[src/sphere_pair_contact_test_core_defines.svh]
// ---------------------------------------------------------------------------
// Assertion macros for the sphere pair contact test core
// Each macro expects clk and rst_n in the scope where it is used.
// ---------------------------------------------------------------------------
`ifndef SPHERE_PAIR_CONTACT_TEST_CORE_DEFINES_SVH
`define SPHERE_PAIR_CONTACT_TEST_CORE_DEFINES_SVH

// Same-cycle implication
`define SPCT_ASSERT_IMP(lbl, pre, post, msg) \
  lbl: assert property (@(posedge clk) disable iff (!rst_n) (pre) |-> (post)) \
    else $error(msg);

// Next-cycle implication
`define SPCT_ASSERT_NXT(lbl, pre, post, msg) \
  lbl: assert property (@(posedge clk) disable iff (!rst_n) (pre) |=> (post)) \
    else $error(msg);

`endif

[src/spct_sqrt.sv]
// ---------------------------------------------------------------------------
// spct_sqrt
// Pipelined digit-by-digit integer square root, one root bit per stage.
// ---------------------------------------------------------------------------
module spct_sqrt #(
  parameter int RB     = 33,
  parameter int SW     = 66,
  parameter int SIDE_W = 8
) (
  input  logic              clk,
  input  logic              rst_n,
  input  logic              en,
  input  logic              in_vld,
  input  logic [SW-1:0]     rad,
  input  logic [SIDE_W-1:0] side,
  output logic              out_vld,
  output logic [RB-1:0]     root,
  output logic [SIDE_W-1:0] side_o
);

  logic              vld_r  [RB];
  logic [RB:0]       rem_r  [RB];
  logic [RB-1:0]     root_r [RB];
  logic [SW-1:0]     rad_r  [RB];
  logic [SIDE_W-1:0] side_r [RB];

  for (genvar i = 0; i < RB; i++) begin : g_stage
    logic              vld_p;
    logic [RB:0]       rem_p;
    logic [RB-1:0]     root_p;
    logic [SW-1:0]     rad_p;
    logic [SIDE_W-1:0] side_p;
    logic [RB+2:0]     remx;
    logic [RB+2:0]     trial;
    logic [RB+2:0]     diff;
    logic              ge;

    if (i == 0) begin : g_first
      assign vld_p  = in_vld;
      assign rem_p  = '0;
      assign root_p = '0;
      assign rad_p  = rad;
      assign side_p = side;
    end else begin : g_next
      assign vld_p  = vld_r[i-1];
      assign rem_p  = rem_r[i-1];
      assign root_p = root_r[i-1];
      assign rad_p  = rad_r[i-1];
      assign side_p = side_r[i-1];
    end

    // bring down two radicand bits and try the next root bit
    always_comb begin
      remx  = {rem_p, rad_p[SW-1:SW-2]};
      trial = {1'b0, root_p, 2'b01};
      diff  = remx - trial;
      ge    = (remx >= trial);
    end

    always_ff @(posedge clk) begin
      if (!rst_n) begin
        vld_r[i] <= 1'b0;
      end else if (en) begin
        vld_r[i] <= vld_p;
      end
    end

    always_ff @(posedge clk) begin
      if (en) begin
        rem_r[i]  <= ge ? diff[RB:0] : remx[RB:0];
        root_r[i] <= {root_p[RB-2:0], ge};
        rad_r[i]  <= {rad_p[SW-3:0], 2'b00};
        side_r[i] <= side_p;
      end
    end
  end

  assign out_vld = vld_r[RB-1];
  assign root    = root_r[RB-1];
  assign side_o  = side_r[RB-1];

endmodule

[config.mk]
export PLATFORM = sky130hd
export DESIGN_NAME = spct_sqrt
export DESIGN_NICKNAME = d
export VERILOG_FILES = /design/src/sphere_pair_contact_test_core_defines.svh /design/src/spct_sqrt.sv
export SDC_FILE = /design/constraint.sdc
export NUM_CORES = 2
export LEC_CHECK = 0
export BUFFER_PORTS_ARGS = -buffer_cell sky130_fd_sc_hd__buf_2
export CORE_MARGIN = 2
export CORE_UTILIZATION = 65
export CTS_CLUSTER_DIAMETER = 30
export CTS_CLUSTER_SIZE = 8
export DETAILED_ROUTE_END_ITERATION = 8
export GPL_TIMING_DRIVEN = 0
export PLACE_DENSITY = 0.87
export SLEW_MARGIN = 20
export SYNTH_ARGS = -nofsm -noshare
export SYNTH_HDL_FRONTEND = slang
export SYNTH_MEMORY_MAX_BITS = 65536
export SYNTH_SLANG_ARGS = --single-unit
[constraint.sdc]
create_clock -name clk -period 11.4 [get_ports clk]
set_input_delay 2.28 -clock clk [delete_from_list [all_inputs] [get_ports clk]]
set_output_delay 2.28 -clock clk [all_outputs]
set_load 0.05 [all_outputs]
==> impl_metrics.yaml <==
outcome:
  outcome: "complete, no violations"
timing:
  finalCriticalPeriod_ns: 6.49
  drv_slew: 0
  fmaxAchievable_mhz: 154
  finalClockSkew_ns: 0.0816
  hold_viol: 0
  fin_crit_sh: 0.570
  finalSetupViolCount: 0
  slew_headroom: 0.243
  setup_tns_ns: 0
  rsz0062_at_grt: "false"
  worst-slew-pin-transition_ns: 1.12
final_layout:
  nNetsFinal: 11300
  drive_above_1_share: 0.0971
  fillers: 11600
  synthToLayoutAreaGrowth_pct: 16.8
  stdcell_count: 13700
synth:
  yosys.area.top_type: "edfxtp_1"
  netlist-cell-type-count: 93
  yosys-top-cells-area: "edfxtp_1 (67%), ha_1 (5.6%), xnor2_1 (2.9%), xor2_1 (2.9%), o21ai_0 (2.2%)"
  synth_warnings: 0
  yosysSeqAreaShare: 0.667
  ys_async_sr_fraction: 0
  synthCells: 9937
  synth.most_common_cell: "edfxtp_1"
  ys_top_cells_by_count: "edfxtp_1 (2950), inv_1 (759), nand2_1 (687), ha_1 (596), o21ai_0 (571)"
  synth_top_flop_cell: "edfxtp_1"
  synth_edf_count: 2950
  synth_seq_cells: 2951
  synth_top_area_share: 0.667
  syn_area_sq_um: 133000
  synth_nets: 10600
  avgSynthCellArea_sq_um: 13.4
place:
  dpl.hpwl_um: 204000
  place.gp.congestion: 0.908
  numPlacedInstances: 12800
  portBuffers: 119
route:
  wirelength_um: 319000
  post-route-drc-count: 0
  via_count: 84300
  wl_per_cell_um: 23.3
  drtAntennaViolNets: 0
  via_per_inst: 6.16
  firstDrtPassIters: 9
  drt-initial-drc-count: 9261
grt:
  grt_max_degree: 162
  grt_pass1_vias: 85100
  grt-ovfl-total: 0
  grt_pass1_wl_um: 488000
  gr-usage-all-layers: 0.302
  antenna_found_initial: 7
power:
  vdd.ir_drop.worst_v: 0.000193
  leakage_nw: 59.7
  power_density_nw_per_um2: 236
critical_path:
  cp_max_fo: 155
  r2r_cells: 9
  worstSetupPathType: "input pin to flop"
  crit_arrival_ns: 7.07
  end_kind: "flop"
  required_ns: 11.97
  cp-start-kind: "input pin"
flow_run:
  maxCapViolCount: 0
cts:
  cts_buffer_depth: 4
  post_cts_buffers: 0
  cts_root_buf: "clkbuf_16"
  clkSinkCount: 2951
  cts_tree: "built"
  cts_inserted_buffers: 570
  h-tree-depth: 6
  ctsHoldBuffers: 0
  cts_resized: 0
  clock_latency_ns: 0.98
  clk_pin_slew_ns: 0.05
min_path:
  hold_path_class: "flop to flop"
  min_path_cells: 0
floorplanning:
  num_io_pins: 120
  dieArea_sq_um: 208000
  dieHeight_um: 456
  rows: 165
  floorplan.initialDensity: 0.655
  dieWidth_um: 456
  core-area_sq_um: 203000
flip-flops by register name, summed over array words and instances (netlist names):
name    count
vld_r      33
root_r    561
side_r    264
rem_r    1037
rad_r    1056
per-layer routing:
metal | global-route usage | wire length [um]
met4 | 0.137 | 14800
met2 | 0.524 | 162000
met1 | 0.377 | 123000
met3 | 0.0448 | 18900
met5 | 0 | 13
worst max-delay path: stages:
cell      delay [ns]
buf_12          0.39
buf_16          0.48
buf_16          0.44
buf_16          0.57
buf_16          0.47
buf_16          0.42
buf_16          0.54
nand2b_2        0.80
area by class of cell:
| class | count | area (sq um) | area share |
|---|---|---|---|
| flip-flops and latches | 2951 | 88600 | 0.571 |
| plain buffers | 202 | 778 | 0.00502 |
| clock inverters | 252 | 2850 | 0.0184 |
| inverters | 764 | 2870 | 0.0185 |
| multi-input cells | 6020 | 40600 | 0.262 |
| repair buffers | 142 | 1200 | 0.00776 |
| well taps | 2672 | 3340 | 0.0215 |
| clock buffers | 660 | 14900 | 0.0959 |
| diodes | 9 | 22.5 | 0.000145 |
power by group:
part,internal (mW),switching (mW)
clock,10.4,5.36
sequential,13.7,0.929
combinational,2.43,3.84
total,26.5,10.1
placed cells by master, fill, tap and decap left out, types with 128 or more instances in the layout:
master        n
edfxtp_1   2950
inv_1       759
nand2_1     687
ha_1        596
clkbuf_16   581
o21ai_0     571
a21oi_1     547
nor2_1      536
xnor2_1     441
xor2_1      433
clkbuf_1    250
a21o_1      245
nor3_1      237
nand3_1     159
nor4_1      128
cells by family after synthesis:
logic type | count (synthesis) | synth area share
AO/OA/AOI/OAI | 1952 | 0.0911
multiplexers | 73 | 0.00605
XOR/XNOR | 874 | 0.0576
buffers and inverters | 966 | 0.0274
flip-flops | 2951 | 0.667
AND/OR/NAND/NOR | 2524 | 0.0946
adder cells (fa/ha/maj) | 596 | 0.0561
other | 1 | 0.0000282
per-stage QoR:
| step | hold WS (ns) | setup slack (ns) | power [mW] | utilization | area [sq um] |
|---|---|---|---|---|---|
| 2_1_floorplan | 0.400 | 7.84 | 18.7 | - | 133000 |
| 3_3_place_gp | 0.400 | -36.52 | 21.5 | 0.675 | 137000 |
| 3_5_place_dp | 0.405 | 4.01 | 20.8 | 0.678 | 137000 |
| 4_1_cts | 0.394 | 5.00 | 36.7 | 0.765 | 155000 |
| 5_1_grt | 0.402 | 4.59 | 38.0 | 0.765 | 155000 |
| 6_report | 0.390 | 4.91 | 36.6 | 0.765 | 155000 |
path summary, 6_finish.rpt:
| kind | startpoint | end | slack, ns |
|---|---|---|---|
| worst max-delay path | en | vld_r[11]$_DFFE_PP_ | 4.91 |
| worst min-delay path | rad_r[0][1006]$_DFFE_PP_ | rad_r[0][1072]$_DFFE_PP_ | 0.39 |
| worst max register to register | rem_r[0][921]$_DFFE_PP_ | rem_r[0][977]$_DFFE_PP_ | 6.04 |
| worst min register to register | rad_r[0][1006]$_DFFE_PP_ | rad_r[0][1072]$_DFFE_PP_ | 0.39 |
Note: power is estimated with default switching activity, not from simulation.
