**src/sphere_pair_contact_test_core_defines.svh**
```systemverilog
// ---------------------------------------------------------------------------
// Assertion macros for the sphere pair contact test core
// Each macro expects clk and rst_n in the scope where it is used.
// ---------------------------------------------------------------------------
`ifndef SPHERE_PAIR_CONTACT_TEST_CORE_DEFINES_SVH
`define SPHERE_PAIR_CONTACT_TEST_CORE_DEFINES_SVH

// Same-cycle implication
`define SPCT_ASSERT_IMP(lbl, pre, post, msg) \
  lbl: assert property (@(posedge clk) disable iff (!rst_n) (pre) |-> (post)) \
    else $error(msg);

// Next-cycle implication
`define SPCT_ASSERT_NXT(lbl, pre, post, msg) \
  lbl: assert property (@(posedge clk) disable iff (!rst_n) (pre) |=> (post)) \
    else $error(msg);

`endif

```
**src/spct_pkg.sv**
```systemverilog
// ---------------------------------------------------------------------------
// spct_pkg
// Fixed field widths shared by the contact test pipeline.
// ---------------------------------------------------------------------------
package spct_pkg;

  // radius input, radius sum, depth and scale factor widths
  localparam int RADIUS_W = 30;
  localparam int RSUM_W   = 31;
  localparam int DEPTH_W  = 31;
  localparam int SCALE_W  = 31;

endpackage

```
**src/spct_contact.sv**
```systemverilog
// ---------------------------------------------------------------------------
// spct_contact
// Depth, normal clamp, contact point scaling, saturation and output register.
// ---------------------------------------------------------------------------
`include "sphere_pair_contact_test_core_defines.svh"

module spct_contact #(
  parameter int CW = 32,
  parameter int MW = 33,
  parameter int F  = 15
) (
  input  logic                          clk,
  input  logic                          rst_n,
  input  logic                          en,
  input  logic                          in_vld,
  input  logic [2:0][CW-1:0]            a,
  input  logic [2:0]                    dn,
  input  logic [2:0][F:0]               q,
  input  logic [MW-1:0]                 dlen,
  input  logic [spct_pkg::RADIUS_W-1:0] ra,
  input  logic [spct_pkg::RSUM_W-1:0]   rsum,
  output logic                          out_valid,
  output logic                          out_in_contact,
  output logic [2:0][F:0]               out_normal,
  output logic [spct_pkg::DEPTH_W-1:0]  out_depth,
  output logic [2:0][CW-1:0]            out_contact
);
  import spct_pkg::*;

  localparam int LW  = (MW > RSUM_W) ? MW : RSUM_W;
  localparam int PW  = SCALE_W + F + 1;
  localparam int CXW = ((CW > SCALE_W) ? CW : SCALE_W) + 2;
  localparam logic [F-1:0] NMAX = '1;
  localparam logic signed [CXW-1:0] LIM_HI = {{(CXW-CW+1){1'b0}}, {(CW-1){1'b1}}};
  localparam logic signed [CXW-1:0] LIM_LO = {{(CXW-CW+1){1'b1}}, {(CW-1){1'b0}}};
  localparam logic [F:0] NMIN = {1'b1, {F{1'b0}}};

  // stage 1: contact test, depth, normal clamp
  logic                vld1_r, hit1_r;
  logic [DEPTH_W-1:0]  depth1_r;
  logic [2:0][F-1:0]   nm1_r;
  logic [2:0][CW-1:0]  a1_r;
  logic [2:0]          dn1_r;
  logic [RADIUS_W-1:0] ra1_r;
  logic [LW-1:0]       dep_w;
  logic [2:0][F-1:0]   nm_c;

  // stage 2: scale factor 2*ra - depth
  logic                vld2_r, hit2_r;
  logic [DEPTH_W-1:0]  depth2_r;
  logic [2:0][F-1:0]   nm2_r;
  logic [2:0][CW-1:0]  a2_r;
  logic [2:0]          dn2_r, sn2_r;
  logic [SCALE_W-1:0]  smag2_r;
  logic [SCALE_W-1:0]  two_ra;
  logic                sneg_c;

  // stage 3: scale times normal
  logic                vld3_r, hit3_r;
  logic [DEPTH_W-1:0]  depth3_r;
  logic [2:0][F-1:0]   nm3_r;
  logic [2:0][CW-1:0]  a3_r;
  logic [2:0]          dn3_r, sn3_r;
  logic [2:0][PW-1:0]  prod3_r;

  // stage 4: output register
  logic                    out_valid_r, hit4_r;
  logic [DEPTH_W-1:0]      depth4_r;
  logic [2:0][F:0]         norm4_r;
  logic [2:0][CW-1:0]      cpt4_r;
  logic [2:0][PW-1:0]      rnd_c;
  logic signed [2:0][CXW-1:0] cx_c;
  logic [2:0][CW-1:0]      cs_c;

  always_comb begin
    dep_w = LW'(rsum) - LW'(dlen);
    for (int i = 0; i < 3; i++) begin
      if (dlen == '0) begin
        nm_c[i] = '0;
      end else if (q[i][F]) begin
        nm_c[i] = NMAX;
      end else begin
        nm_c[i] = q[i][F-1:0];
      end
    end
  end

  always_comb begin
    two_ra = {ra1_r, 1'b0};
    sneg_c = (two_ra < depth1_r);
  end

  // round the offset, add to centre A, saturate
  always_comb begin
    for (int i = 0; i < 3; i++) begin
      rnd_c[i] = (prod3_r[i] + (PW'(1) << F)) >> (F + 1);
      if (sn3_r[i]) begin
        cx_c[i] = CXW'($signed(a3_r[i])) - CXW'(rnd_c[i][SCALE_W-1:0]);
      end else begin
        cx_c[i] = CXW'($signed(a3_r[i])) + CXW'(rnd_c[i][SCALE_W-1:0]);
      end
      priority if ($signed(cx_c[i]) > LIM_HI) begin
        cs_c[i] = LIM_HI[CW-1:0];
      end else if ($signed(cx_c[i]) < LIM_LO) begin
        cs_c[i] = LIM_LO[CW-1:0];
      end else begin
        cs_c[i] = cx_c[i][CW-1:0];
      end
    end
  end

  // advance valid bits
  always_ff @(posedge clk) begin
    if (!rst_n) begin
      vld1_r      <= 1'b0;
      vld2_r      <= 1'b0;
      vld3_r      <= 1'b0;
      out_valid_r <= 1'b0;
    end else if (en) begin
      vld1_r      <= in_vld;
      vld2_r      <= vld1_r;
      vld3_r      <= vld2_r;
      out_valid_r <= vld3_r;
    end
  end

  // advance payload
  always_ff @(posedge clk) begin
    if (en) begin
      hit1_r   <= (LW'(dlen) < LW'(rsum));
      depth1_r <= dep_w[DEPTH_W-1:0];
      nm1_r    <= nm_c;
      a1_r     <= a;
      dn1_r    <= dn;
      ra1_r    <= ra;

      hit2_r   <= hit1_r;
      depth2_r <= depth1_r;
      nm2_r    <= nm1_r;
      a2_r     <= a1_r;
      dn2_r    <= dn1_r;
      smag2_r  <= sneg_c ? (depth1_r - two_ra) : (two_ra - depth1_r);
      sn2_r    <= dn1_r ^ {3{sneg_c}};

      hit3_r   <= hit2_r;
      depth3_r <= depth2_r;
      nm3_r    <= nm2_r;
      a3_r     <= a2_r;
      dn3_r    <= dn2_r;
      sn3_r    <= sn2_r;
      for (int i = 0; i < 3; i++) begin
        prod3_r[i] <= PW'(smag2_r) * PW'(nm2_r[i]);
      end

      // drop every field to zero without contact
      hit4_r   <= hit3_r;
      depth4_r <= hit3_r ? depth3_r : '0;
      for (int i = 0; i < 3; i++) begin
        if (!hit3_r) begin
          norm4_r[i] <= '0;
          cpt4_r[i]  <= '0;
        end else begin
          norm4_r[i] <= dn3_r[i] ? ((F+1)'(0) - {1'b0, nm3_r[i]}) : {1'b0, nm3_r[i]};
          cpt4_r[i]  <= cs_c[i];
        end
      end
    end
  end

  assign out_valid      = out_valid_r;
  assign out_in_contact = hit4_r;
  assign out_depth      = depth4_r;
  assign out_normal     = norm4_r;
  assign out_contact    = cpt4_r;

  `SPCT_ASSERT_IMP(a_miss_zero, out_valid && !out_in_contact, out_depth == '0 && out_normal == '0 && out_contact == '0, "nonzero fields on a miss")
  `SPCT_ASSERT_IMP(a_hit_depth, out_valid && out_in_contact, out_depth != '0, "contact with zero depth")
  `SPCT_ASSERT_IMP(a_norm_range, out_valid, out_normal[0] != NMIN && out_normal[1] != NMIN && out_normal[2] != NMIN, "normal outside symmetric range")

endmodule

```
**config.mk**
```make
export PLATFORM = sky130hd
export DESIGN_NAME = spct_contact
export DESIGN_NICKNAME = d
export VERILOG_FILES = /design/src/spct_pkg.sv /design/src/spct_contact.sv
export VERILOG_INCLUDE_DIRS = /design/src /design/src/src
export SDC_FILE = /design/constraint.sdc
export NUM_CORES = 2
export LEC_CHECK = 0
export BUFFER_PORTS_ARGS = -buffer_cell sky130_fd_sc_hd__buf_2
export CAP_MARGIN = 10
export CORE_ASPECT_RATIO = 1.25
export CORE_MARGIN = 2
export CORE_UTILIZATION = 30
export DETAILED_ROUTE_END_ITERATION = 6
export GPL_TIMING_DRIVEN = 0
export SYNTH_ARGS = -nofsm -noshare
export SYNTH_HDL_FRONTEND = slang
export SYNTH_SLANG_ARGS = --single-unit
```
**constraint.sdc**
```tcl
create_clock -name clk -period 8.9 [get_ports clk]
set_clock_uncertainty 0.05 [all_clocks]
set_input_delay 1.335 -clock clk [delete_from_list [all_inputs] [get_ports clk]]
set_output_delay 1.335 -clock clk [all_outputs]
set_load 0.1 [all_outputs]
```
==> summary.txt <==
Outcome
  – Status: finished clean

CTS
  – Latest clock arrival within the worst-skew pair: about 0.75 ns
  – Root Buffer: clkbuf_16
  – H-tree depth: 3
  – TritonCTS Buffers: 97
  – Clk sinks: ~870
  – Clk buf depth: 3
  – Clock-pin slew on the worst setup and hold paths: about 0.07 ns
  – CTS tree: yes

Global route
  – Pin count of the biggest net entering global routing: 129
  – First-pass GRT wire length: between 300 and 400 mm
  – Initial antenna violation count: 43
  – Total GRT Usage: between 10% and 20%
  – Number of global-route vias before repair: about 64000
  – GRT overflow: 0

STA
  – Fin crit period: approximately 8.7 ns
  – Worst Max-Slew Pin Slew: about 1.5 ns
  – Worst setup margin: about 0.22 ns
  – Fmax: ~0.12 GHz
  – Hold Fails Final Rpt: 0
  – Tcrit/Tclk final: around 98%
  – RSZ-0062 raised after global routing: false
  – Normalized max-slew margin: 2.25%
  – Final-report max-slew violation count: 0
  – Final Setup Violations: 0

Logic synthesis
  – Post-synthesis area per instance: around 10 sq um
  – Post-Syn Nets: around 10000
  – Synth cell types: 105
  – Syn Inst Count: approximately 8400
  – Post-synth ARST share: 0%
  – List of most frequent post-synthesis cells: inv_1 (1251), fa_1 (1128), nand2_1 (1043)
  – Post-synth design cell area: 86000 sq um
  – Synth Register Bits: slightly below 900
  – Area leader, netlist: edfxtp_1
  – Top cells by area, synth: edfxtp_1 (30%), fa_1 (26%), ha_1 (7.9%)
  – Most numerous cell in the Yosys netlist: inv_1
  – Number of synthesized flops with an enable pin: approximately 860
  – Ys flop type: edfxtp_1
  – Register area share after synthesis: slightly above 30%
  – Synth top area share: 30.1%
  – Yosys warning count: 0

Layout
  – # fillers: approximately 29000
  – Share of layout cells above drive strength 1: about 8.1%
  – Area growth, synth to finish: 12.3%
  – NumNets Final: roughly 11000
  – Final instance area: roughly 97000 sq um
  – Post-route insts no fill: ~13000

Placement
  – Placed cells: between 10000 and 15000
  – Pre-CTS setup slack: -0.355 ns
  – I/O Buffers: roughly 420
  – HPWL Detailed: 215 mm
  – Placed inst area: between 90000 and 100000 sq um
  – GP Congestion: 0.994

Floorplanning
  – Die height: roughly 600 um
  – Rows: about 220
  – Core Area: between 200000 and 300000 sq um
  – Die footprint: roughly 290000 sq um
  – Die width: 483 um
  – Number of I/O pins: between 400 and 500
  – Initial Util: 30.2%

Setup path
  – Worst Setup SP: smag2_r[13]$_DFFE_PP_
  – R2R setup slack: approximately 0.22 ns
  – CP endpoint kind: flip-flop
  – Required @ worst endpoint: between 9 and 10 ns
  – Crit Path Class: reg -> reg
  – Crit start category: flip-flop
  – Reg2reg start: smag2_r[13]$_DFFE_PP_
  – Arrival @ worst endpoint: just over 9 ns
  – Worst reg2reg endpoint: prod3_r[134]$_DFFE_PP_
  – Worst Reg2Reg Path Length in Cells: 21
  – Worst-path maximum fanout: 10
  – Setup crit end: prod3_r[134]$_DFFE_PP_

Detailed routing
  – Routed Antenna Nets: 0
  – Vias/cell: about 4.9
  – Wire length per cell: between 20 and 25 um
  – Initial drt markers: 4152
  – Drt pass-1 iters: 5
  – Drc violations: 0
  – Via count: around 62000
  – Total Routed Length: approximately 270 mm

Min path
  – Hold Path Class: reg -> reg

Job
  – Number of max-cap violations: 0
-- critical path, cell delays in order (launching register included) --
cell	delay, ns
edfxtp_1	0.95
clkbuf_1	0.80
nand2_1	0.18
fa_1	0.57
inv_1	0.05
fa_1	0.46
fa_1	0.50
fa_1	0.54
inv_1	0.04
fa_1	0.51
inv_1	0.06
fa_1	0.48
ha_1	0.34
and2_1	0.16
a221o_1	0.31
a21o_1	0.22
a311oi_2	0.48
nor2_1	0.15
a2111oi_0	0.77
o21ai_0	0.32
a31oi_1	0.29
xnor2_1	0.12
-- stage by stage --
stage | setup TNS, ns | hold slack [ns] | utilization [%]
CTS | 0 | 0.344 | 33.9
global placement | -6363.68 | 0.351 | 32.6
detailed placement | -0.544 | 0.355 | 32.7
finish | 0 | 0.347 | 33.9
floorplan | 0 | 0.350 | -
global route | 0 | 0.352 | 33.9
-- layout by cell type (no fill, tap or decap), drive strengths merged, types with 41 or more instances in the layout --
cell type  instances
inv             1268
nand4             64
a21o             114
nor2b             50
buf              474
nor3              89
a31oi             46
o31ai             41
fa              1128
ha               546
o21a              51
nand2           1043
o21ai            272
nand2b            44
nor2             376
xor2             190
clkbuf           505
a21oi            299
edfxtp           863
o21bai            45
xnor2            265
nand3            108
and3              52
and2             620
-- area by class of cell --
| class | count | area (sq um) | share of cell area (%) |
|---|---|---|---|
| Timing Repair Buffer | 436 | 2430 | 2.51 |
| Inverter | 1252 | 4700 | 4.86 |
| Clock inverter | 73 | 918 | 0.950 |
| Sequential cell | 867 | 26000 | 26.9 |
| Clock buffer | 108 | 2470 | 2.55 |
| Antenna cell | 31 | 77.6 | 0.0803 |
| Buffer | 435 | 1760 | 1.82 |
| Multi-Input combinational cell | 5860 | 53600 | 55.5 |
| Tap cell | 3757 | 4700 | 4.86 |
-- worst min-delay path by stage --
| stage | startpoint | to | slack [ns] | cells past startpoint |
|---|---|---|---|---|
| 5_1_grt | a1_r[71]$_DFFE_PP_ | a2_r[71]$_DFFE_PP_ | 0.35 | 0 |
| 2_1_floorplan | a1_r[0]$_DFFE_PP_ | a2_r[0]$_DFFE_PP_ | 0.35 | 0 |
| 3_3_place_gp | a2_r[75]$_DFFE_PP_ | a3_r[75]$_DFFE_PP_ | 0.35 | 0 |
| 3_5_place_dp | a1_r[51]$_DFFE_PP_ | a2_r[51]$_DFFE_PP_ | 0.35 | 0 |
| 6_report | nm1_r[10]$_SDFFCE_PN0P_ | nm2_r[10]$_DFFE_PP_ | 0.35 | 0 |
| 4_1_cts | nm1_r[10]$_SDFFCE_PN0P_ | nm2_r[10]$_DFFE_PP_ | 0.34 | 0 |
-- sequential cells by signal (all words and copies together) (netlist names), 30 cells and up --
signal,count
nm2_r,45
out_normal,48
out_depth,31
depth1_r,31
depth3_r,31
depth2_r,31
out_contact,96
smag2_r,30
prod3_r,93
a1_r,96
a3_r,96
a2_r,96
nm1_r,45
ra1_r,30
nm3_r,45
-- routing by layer --
| layer | up-vias | wire (um) | GRT usage [%] |
|---|---|---|---|
| met3 | 725 | 20900 | 4.18 |
| met2 | 2238 | 125000 | 30.2 |
| li1 | 28400 | - | - |
| met4 | 34 | 17400 | 9.88 |
| met1 | 30900 | 104000 | 21.6 |
| met5 | - | 356 | 0.379 |
-- repair_timing --
item	in CTS	in global routing
hold endpoints to repair	0	0
gates resized for setup	3	26
setup buffers	2	0
setup endpoints to repair	5	4
hold buffers	0	0
-- cells by family (layout without fill, tap and decap cells) --
| logic type | count (synthesis) | after routing | share of synthesized area (%) |
|---|---|---|---|
| other | 0 | 31 | 0 |
| and+or+nand+nor | 2608 | 2608 | 14.8 |
| muxes | 43 | 43 | 0.526 |
| adders and majority gates | 1674 | 1674 | 34.2 |
| buffers and inverters | 1691 | 2304 | 7.50 |
| AOI/OAI and AO/OA | 1078 | 1078 | 8.07 |
| DFF | 867 | 867 | 30.2 |
| xor gates and xnor gates | 457 | 457 | 4.68 |
Power is left out: the tool's default activity adds up to more than one toggle a clock period on the data nets, which glitch-free logic cannot reach.
